--- config.mk ---
export PLATFORM = sky130hd
export DESIGN_NAME = depq_cell
export DESIGN_NICKNAME = d
export VERILOG_FILES = /design/src/hdl/depq_pkg.sv /design/src/hdl/depq_cell.sv
export SDC_FILE = /design/constraint.sdc
export NUM_CORES = 1
export LEC_CHECK = 0
export ABC_AREA = 1
export BUFFER_PORTS_ARGS = -buffer_cell sky130_fd_sc_hd__buf_2
export CAP_MARGIN = 10
export CORE_ASPECT_RATIO = 0.6
export CORE_MARGIN = 2
export CORE_UTILIZATION = 45
export DETAILED_ROUTE_END_ITERATION = 6
export GPL_TIMING_DRIVEN = 0
export PLACE_DENSITY = 0.82
export SLEW_MARGIN = 20
export SYNTH_ARGS = -nofsm -noshare
export SYNTH_HDL_FRONTEND = slang
export SYNTH_SLANG_ARGS = --single-unit
--- constraint.sdc ---
create_clock -name clk_i -period 2.9 [get_ports clk_i]
set_input_delay 0.145 -clock clk_i [delete_from_list [all_inputs] [get_ports clk_i]]
set_output_delay 0.145 -clock clk_i [all_outputs]
set_load 0.01 [all_outputs]
--- src/hdl/depq_pkg.sv ---
// Shared types and constants for the double-ended priority queue.
package depq_pkg;

  localparam int CAPACITY    = 64;
  localparam int CNT_W       = $clog2(CAPACITY + 1);
  localparam int VAL_W       = 32;
  localparam int MODE_W      = 2;
  localparam int OUT_USED_W  = 2 * VAL_W + 1 + CNT_W + 1;
  localparam int OUT_TDATA_W = ((OUT_USED_W + 7) / 8) * 8;
  localparam int OUT_PAD_W   = OUT_TDATA_W - OUT_USED_W;

  typedef enum logic [MODE_W-1:0] {
    MODE_INSERT  = 2'd0,
    MODE_POP_MAX = 2'd1,
    MODE_POP_MIN = 2'd2
  } mode_e;

  typedef enum logic [1:0] {
    CMD_HOLD,
    CMD_INSERT,
    CMD_SHIFT_DOWN
  } cell_cmd_e;

  typedef struct packed {
    cell_cmd_e               cmd;
    logic signed [VAL_W-1:0] key;
  } cell_ctl_t;

  typedef enum logic {
    ST_IDLE,
    ST_EVAL
  } state_e;

endpackage

--- src/hdl/depq_cell.sv ---
// One cell of the sorted chain: holds one entry, inserts or shifts toward cell 0.
module depq_cell (
  input  logic                             clk_i,
  input  depq_pkg::cell_ctl_t              ctl_i,
  input  logic                             valid_i,
  input  logic                             low_gt_i,
  input  logic signed [depq_pkg::VAL_W-1:0] low_value_i,
  input  logic signed [depq_pkg::VAL_W-1:0] up_value_i,
  output logic                             gt_o,
  output logic signed [depq_pkg::VAL_W-1:0] value_o
);
  import depq_pkg::*;

  logic signed [VAL_W-1:0] value_q, value_d;

  assign gt_o    = valid_i && (value_q > ctl_i.key);
  assign value_o = value_q;

  always_comb begin
    value_d = value_q;
    unique case (ctl_i.cmd)
      CMD_INSERT: begin
        // larger entries move up one cell; the key fills the gap or the first free cell
        if (low_gt_i) begin
          value_d = low_value_i;
        end else if (gt_o || !valid_i) begin
          value_d = ctl_i.key;
        end
      end
      CMD_SHIFT_DOWN: begin
        value_d = up_value_i;
      end
      default: begin
        value_d = value_q;
      end
    endcase
  end

  always_ff @(posedge clk_i) begin
    value_q <= value_d;
  end

endmodule

==> reports/metrics.csv <==
metric;value;unit
hold_viol;0;
cts_resized;0;
die_w;101;um
reg2reg_from;value_o[31];
synth_top_area_cell;edfxtp_1;
portBuffers;132;
mostFrequentLayoutCells;134 x buf_2, 72 x nand2_1, 42 x inv_1;
clock_skew;0.00528;ns
rrSetupSlack;0.43;ns
rsz0062_at_grt;false;
syn_area;2560;sq um
ir_drop;209;uV
gp_congestion;0.852;
final.min_clock_period;2.47;ns
setup_viol;0;
min_path_type;in -> reg;
grt_max_degree;33;
routed_wl;7.14;mm
tightest_slew;0.518;ns
num_antenna_cells;0;
insertion_delay;0.28;ns
crit_chain;ha_1 > nand2_1 > nor2_2 > nand2_2 > nor3b_2 > nand2_1 > nand3_1 > nand3_2 > nand2_1 > nand2_1 > nand2_4;
timing.hold.ws;0.149;ns
relSlewSlack;65.5;%
die_y;62.5;um
slowest_stage;edfxtp_1;
grt_usage;22.3;%
drv_cap;0;
num-fill-cells;523;
powerDensity;393;nW/um^2
hold_depth;2;
root_buffer;clkbuf_8;
clockBufferDepth;2;
slew_violations;0;
num_io_pins;134;
viasPerCell;4.94;
first_global_vias;2374;
cts_sinks;32;
cp-start-kind;flip-flop;
first_pass_iters;4;
critPathMaxStageDelay;0.39;ns
worstSetupStartpoint;value_o[31];
crit_family;simple AND/OR/NAND/NOR gates;
netlist_top_cells_area;edfxtp_1 37%, ha_1 16%, nand2_1 11%;
crit_required;2.83;ns
area_growth_syn_to_layout;33.1;%
cts_tree;yes;
end_kind;flip-flop;
placed_area;3330;sq um
reg2reg_to;value_o[19];
wl_per_cell;13.8;um
cts_setup_buffers;0;
nets;571;
hp-start;up_value_i[25];
drive_above_1_share;34.4;%
drc;0;
ant_nets;0;
path_class;reg -> reg;
fmax;405;MHz
synthCells;299;
cp.arrival;2.40;ns
core;5540;sq um
dpl.hpwl;5.62;mm
ys_types;26;
gr-total-overflow;0;
ff2ff_path_depth;11;
antenna_found_initial;0;
initial_core_util;46.3;%
cts_buffers;5;
rows;21;
cp_common_cell;nand2_1;
status;complete, no violations;
final_area;3410;sq um
num_vias;2562;
clkSlewWorstSetupHoldPaths;0.07;ns
final_common_cell;buf_2;
design.die.area;6340;sq um
synth_seq_area_share;37.5;%
synthesis.nets;432;
grt_pass1_wl;11.0;mm
fin_crit_sh;85.1;%
syn_area_per_cell;8.58;sq um
worst-path-buf-inv;0;
drtIter0Drc;105;
yosysWarnings;0;
hold_buffers;0;
p_leak;1.74;nW
min_to;value_o[25];
synth_top_area_share;37.5;%
path_max_fanout;32;
h-tree-depth;2;
ys_ff_latch;32;
largest_reg_flops;32;
worst register-to-register path: stages, from the launching register on:
cell and delay (ns):
edfxtp_1 0.39, ha_1 0.37, nand2_1 0.11, nor2_2 0.14, nand2_2 0.07, nor3b_2 0.23
nand2_1 0.11, nand3_1 0.09, nand3_2 0.08, nand2_1 0.07, nand2_1 0.08, nand2_4 0.37
cells by family after synthesis:
kind of cell | synth area share (%)
AND/OR/NAND/NOR | 15.1
flip-flops | 37.5
buffers and inverters | 9.27
AO/OA/AOI/OAI | 22.5
adder cells (fa/ha/maj) | 15.6
Yosys cell counts, drive strengths merged:
cell type / number
a21o: 1
a21oi: 14
a31oi: 2
buf: 12
clkbuf: 2
clkinv: 1
edfxtp: 32
ha: 32
inv: 44
nand2: 75
nand3: 4
nand4: 2
nor2: 13
nor3b: 1
o211ai: 30
o21a: 32
o21ai: 2
how the worst max path moves through the flow:
stage	to	cells past startpoint
5_1_grt	value_o[0]	11
3_3_place_gp	value_o[15]	11
6_report	value_o[19]	11
4_1_cts	value_o[7]	11
3_5_place_dp	value_o[20]	11
2_1_floorplan	value_o[0]	11
power breakdown:
group	internal, mW	switching (mW)
Combinational	0.193	0.230
Sequential	0.567	0.0226
Clock	0.167	0.161
Total	0.927	0.413
cell type report:
cell class              count  area, sq um  share of cell area [%]
inverters                  45          169                    4.95
repair buffers            132          661                    19.4
flip-flops and latches     32          961                    28.2
clock inverters             1         3.75                   0.110
well taps                  80          100                    2.93
multi-input cells         208         1370                    40.2
plain buffers              14         68.8                    2.02
clock buffers               7         76.3                    2.24
stage by stage:
stage / cells / power (mW) / TNS (ns) / setup slack (ns) / util (%)
2_1_floorplan: 299 / 0.848 / 0 / 0.262 / -
3_3_place_gp: 511 / 1.00 / -7.39 / -0.232 / 60.0
3_5_place_dp: 511 / 1.02 / 0 / 0.156 / 60.0
4_1_cts: 519 / 1.36 / 0 / 0.139 / 61.5
5_1_grt: 519 / 1.43 / 0 / 0.131 / 61.6
6_report: 519 / 1.34 / 0 / 0.432 / 61.6
per-layer routing:
layer | up-vias | routed length [um] | GRT usage [%]
met1 | 1144 | 3360 | 30.6
met2 | 102 | 3180 | 36.2
met3 | 7 | 559 | 5.48
met4 | 0 | 43 | 4.05
met5 | - | 0 | 0
li1 | 1309 | - | -
(Power assumes the default switching activity.)
